$ cat src/rtl/rofr_pkg.sv
package rofr_pkg;

    localparam int CFG_IDX_W  = 2;
    localparam int CFG_DATA_W = 9;

    localparam logic [CFG_IDX_W-1:0] REG_CANVAS_WIDTH    = 2'd0;
    localparam logic [CFG_IDX_W-1:0] REG_CANVAS_HEIGHT   = 2'd1;
    localparam logic [CFG_IDX_W-1:0] REG_BACKGROUND_CHAR = 2'd2;

    localparam logic [8:0] CANVAS_WIDTH_RST  = 9'd256;
    localparam logic [8:0] CANVAS_HEIGHT_RST = 9'd256;
    localparam logic [7:0] BACKGROUND_RST    = 8'd32;

    localparam logic [1:0] OP_CLEAR = 2'd0;
    localparam logic [1:0] OP_DRAW  = 2'd1;
    localparam logic [1:0] OP_READ  = 2'd2;
    localparam logic [1:0] OP_NOP   = 2'd3;

    localparam logic [1:0] ST_OK       = 2'd0;
    localparam logic [1:0] ST_BAD_RECT = 2'd1;
    localparam logic [1:0] ST_REJECTED = 2'd2;
    localparam logic [1:0] ST_RANGE    = 2'd3;

    localparam logic [7:0] KIND_OUTLINE = 8'h72;  // 'r'
    localparam logic [7:0] KIND_FILLED  = 8'h52;  // 'R'

    typedef struct packed {
        logic [1:0]         opcode;
        logic [7:0]         rect_kind;
        logic signed [19:0] left_pos;
        logic signed [19:0] top_pos;
        logic signed [19:0] span_x;
        logic signed [19:0] span_y;
        logic [7:0]         paint_char;
        logic [7:0]         read_row;
        logic [7:0]         read_col;
    } t_cmd;

    typedef struct packed {
        logic [7:0] pixel_value;
        logic [1:0] status;
    } t_result;

    // outcome of one coordinate tested against one interval
    typedef struct packed {
        logic hit;
        logic near;
    } t_cover;

endpackage

$ cat src/rtl/rofr_cover.sv
module rofr_cover #(
    parameter int DW        = 28,
    parameter int FRAC_BITS = 8
) (
    input  logic signed [DW-1:0] i_pos,
    input  logic signed [DW-1:0] i_lo,
    input  logic signed [DW-1:0] i_hi,
    output rofr_pkg::t_cover     o_cover
);
    import rofr_pkg::*;

    localparam logic signed [DW-1:0] ONE = DW'(1) << FRAC_BITS;

    logic signed [DW-1:0] from_lo;
    logic signed [DW-1:0] to_hi;

    assign from_lo = i_pos - i_lo;
    assign to_hi   = i_hi - i_pos;

    assign o_cover.hit  = (from_lo >= 0) && (to_hi >= 0);
    assign o_cover.near = (from_lo < ONE) || (to_hi < ONE);

endmodule

$ cat config.mk
export PLATFORM = sky130hd
export DESIGN_NAME = rofr_cover
export DESIGN_NICKNAME = d
export VERILOG_FILES = /design/src/rtl/rofr_pkg.sv /design/src/rtl/rofr_cover.sv
export SDC_FILE = /design/constraint.sdc
export NUM_CORES = 1
export LEC_CHECK = 0
export BUFFER_PORTS_ARGS = -buffer_cell sky130_fd_sc_hd__buf_2
export CAP_MARGIN = 10
export CORE_ASPECT_RATIO = 0.7
export CORE_UTILIZATION = 40
export DETAILED_ROUTE_END_ITERATION = 10
export PLACE_DENSITY = 0.68
export SLEW_MARGIN = 25
export SYNTH_ARGS = -nofsm -noshare
export SYNTH_HDL_FRONTEND = slang
export SYNTH_SLANG_ARGS = --single-unit
$ cat constraint.sdc
create_clock -name vclk -period 6.7
set_clock_uncertainty 0.2 [all_clocks]
set_input_delay 0.67 -clock vclk [all_inputs]
set_output_delay 0.67 -clock vclk [all_outputs]
set_load 0.005 [all_outputs]
==> results.sh <==
export IMPL_die_area_um2=7650
export IMPL_leakagePower_uw=0.00181
export IMPL_ioPinCount=86
export IMPL_placer_congestion=0.934
export IMPL_cell_types_occupying_the_most_area_after_synthesis="ha_1 (23%), inv_1 (9.3%), a21oi_1 (7.5%)"
export IMPL_nClkBuffers=0
export IMPL_netlist_top_cells_count="inv_1 (72), ha_1 (54), a21oi_1 (44), nand2_1 (30), nor2_1 (25)"
export IMPL_worstMarginPinSlew_ns=0.534
export IMPL_worst_ep_required_time_ns=5.83
export IMPL_cp_end_kind="output port"
export IMPL_synthesis_nets=581
export IMPL_timing_final_crit_share_pct=68.4
export IMPL_first_iter_violations=163
export IMPL_drc=0
export IMPL_hold_path_startpoint="i_hi[27]"
export IMPL_global_route_usage_total_pct=22.5
export IMPL_utilization_of_the_core_after_routing_pct=49.4
export IMPL_total_internal_power_uw=130
export IMPL_number_of_buffers_inserted_for_hold_repair_after_clock_tree_synthesis=0
export IMPL_nNetsFinal=660
export IMPL_hp_class="in2out"
export IMPL_cp_data_arrival_time_ns=3.72
export IMPL_setup_worst_path_class="in2out"
export IMPL_grt_overflow_total=0
export IMPL_fin_setup_tns_ns=0
export IMPL_relSlewSlack_pct=64.4
export IMPL_maxClockFrequency_mhz=218
export IMPL_synth_seq_area_share_pct=0
export IMPL_max_cap_violations=0
export IMPL_endpoint="o_cover[0]"
export IMPL_diodes=0
export IMPL_grt_setup_unrepaired="false"
export IMPL_synthCells=443
export IMPL_worstSetupStartpointType="primary input"
export IMPL_io_buffers=86
export IMPL_yosysMostFrequentCell="inv_1"
export IMPL_wire_per_inst_um=14.5
export IMPL_period_needed_ns=4.59
export IMPL_post_synth_top_area_fraction_pct=23.1
export IMPL_design_area_um2=3420
export IMPL_die_y_um=73.5
export IMPL_cts_setup_buffers=0
export IMPL_sequential_cell_area_um2=0
export IMPL_cts_resized_gates=0
export IMPL_die_x_um=104
export IMPL_initial_core_util_pct=42.2
export IMPL_number_of_antenna_violations_at_the_first_check_in_global_routing=0
export IMPL_run_status="finished, final reports clean"
export IMPL_hold_path_depth=5
export IMPL_power_ir_vdd_worst_v=0.0000361
export IMPL_numSequentialCells=0
export IMPL_firstDrtPassIters=5
export IMPL_area_growth_synth_to_final_pct=17.1
export IMPL_placement_setup_worst_slack_ns=2.13
export IMPL_layout_cells_non_filler=614
export IMPL_clockPowerShare_pct=0
export IMPL_power_switching_uw=169
export IMPL_timing_critical_path_fanout_max=10
export IMPL_number_of_warning_messages_in_the_yosys_log=0
export IMPL_wl_um=8880
export IMPL_final_setup_violation_count=0
export IMPL_dpl_wire_length_um=7800
export IMPL_power_sequential_fraction_pct=0
export IMPL_final_hold_violation_count=0
export IMPL_synthesis_area_per_instance_um2=6.59
export IMPL_worstSetupStartpoint="i_pos[23]"
export IMPL_grt_pass1_wl_um=14400
export IMPL_core_region_area_um2=6910
export IMPL_power_density_nw_per_um2=87.5
export IMPL_placement_rows=25
export IMPL_maxSlewViolCount=0
export IMPL_combPwrFrac_pct=100.0
export IMPL_placed_cell_area_um2=3420
export IMPL_vias_in_the_first_global_route=3187
export IMPL_layout_drive_gt1_share_pct=17.1
export IMPL_numPlacedInstances=614
export IMPL_synth_area_um2=2920
export IMPL_final_ws_setup_ns=2.11
export IMPL_grt_start_max_net_pins=11
export IMPL_post_synth_top_area_cell="ha_1"
export IMPL_sw_frac_of_total_pct=56.5
export IMPL_drt_vias_per_instance=5.68
export IMPL_antenna_left=0
export IMPL_count_of_different_cell_masters_after_synthesis=58
export IMPL_num_vias=3487
through the flow:
step	power (uW)	hold WS, ns
after floorplan	215	1.38
after global placement	292	1.60
after detailed placement	293	1.60
after CTS	295	1.60
after global routing	332	1.67
final	299	1.61
area by class of cell:
type,instances,area [um2]
Fill cell,723,3490
Multi-Input combinational cell,362,2600
Timing Repair Buffer,86,430
Inverter,72,270
Tap cell,94,118
critical path, cell delays in order:
cell	delay (ns)
buf_2	0.11
ha_1	0.42
a21o_1	0.21
a21o_1	0.20
a22oi_1	0.21
o221ai_1	0.13
or4_1	0.49
or4_1	0.40
nor4_1	0.28
and4_1	0.24
nand4_1	0.12
nand4bb_1	0.12
buf_2	0.12
routing by layer:
metal	global-route usage, %	vias to the layer above	wire [um]
met5	0	-	0
met4	4.13	0	153
met3	0.621	16	351
met2	38.8	90	3920
met1	31.7	1603	4460
li1	-	1778	-
power groups by stage:
stage                     clock network, uW  logic [uW]  registers, uW
after floorplan                           0         215              0
after global placement                    0         292              0
after detailed placement                  0         293              0
after CTS                                 0         295              0
after global routing                      0         332              0
final                                     0         299              0
how the worst min path moves through the flow:
stage                      end  slack (ns)
global route        o_cover[1]        1.67
global placement    o_cover[1]        1.60
floorplan           o_cover[1]        1.38
finish              o_cover[1]        1.61
CTS                 o_cover[1]        1.60
detailed placement  o_cover[1]        1.60
kinds of logic (layout without fill, tap and decap cells):
| group | after synthesis | in the layout | share of synthesized area, % |
|---|---|---|---|
| compound gates | 154 | 154 | 34.9 |
| xor+xnor | 22 | 22 | 6.60 |
| mux | 4 | 4 | 1.41 |
| buf+inv | 81 | 158 | 11.0 |
| simple gates | 128 | 128 | 23.0 |
| fa+ha+maj | 54 | 54 | 23.1 |
placed cells by master, fill, tap and decap left out, types with 5 or more instances in the layout:
| master | synthesis | layout |
|---|---|---|
| xnor2_1 | 16 | 16 |
| o21ai_0 | 15 | 15 |
| o22ai_1 | 5 | 5 |
| xor2_1 | 6 | 6 |
| o21ai_1 | 10 | 10 |
| a21oi_1 | 44 | 44 |
| a211oi_1 | 6 | 6 |
| nor2b_1 | 7 | 7 |
| a31oi_1 | 10 | 10 |
| a21o_1 | 20 | 20 |
| inv_1 | 72 | 72 |
| buf_2 | 1 | 86 |
| nand2_1 | 30 | 30 |
| nand4_1 | 12 | 12 |
| nor3_1 | 7 | 7 |
| o21a_1 | 5 | 5 |
| nor2_1 | 25 | 25 |
| nand3_1 | 13 | 13 |
| ha_1 | 54 | 54 |
(Power assumes the default switching activity.)
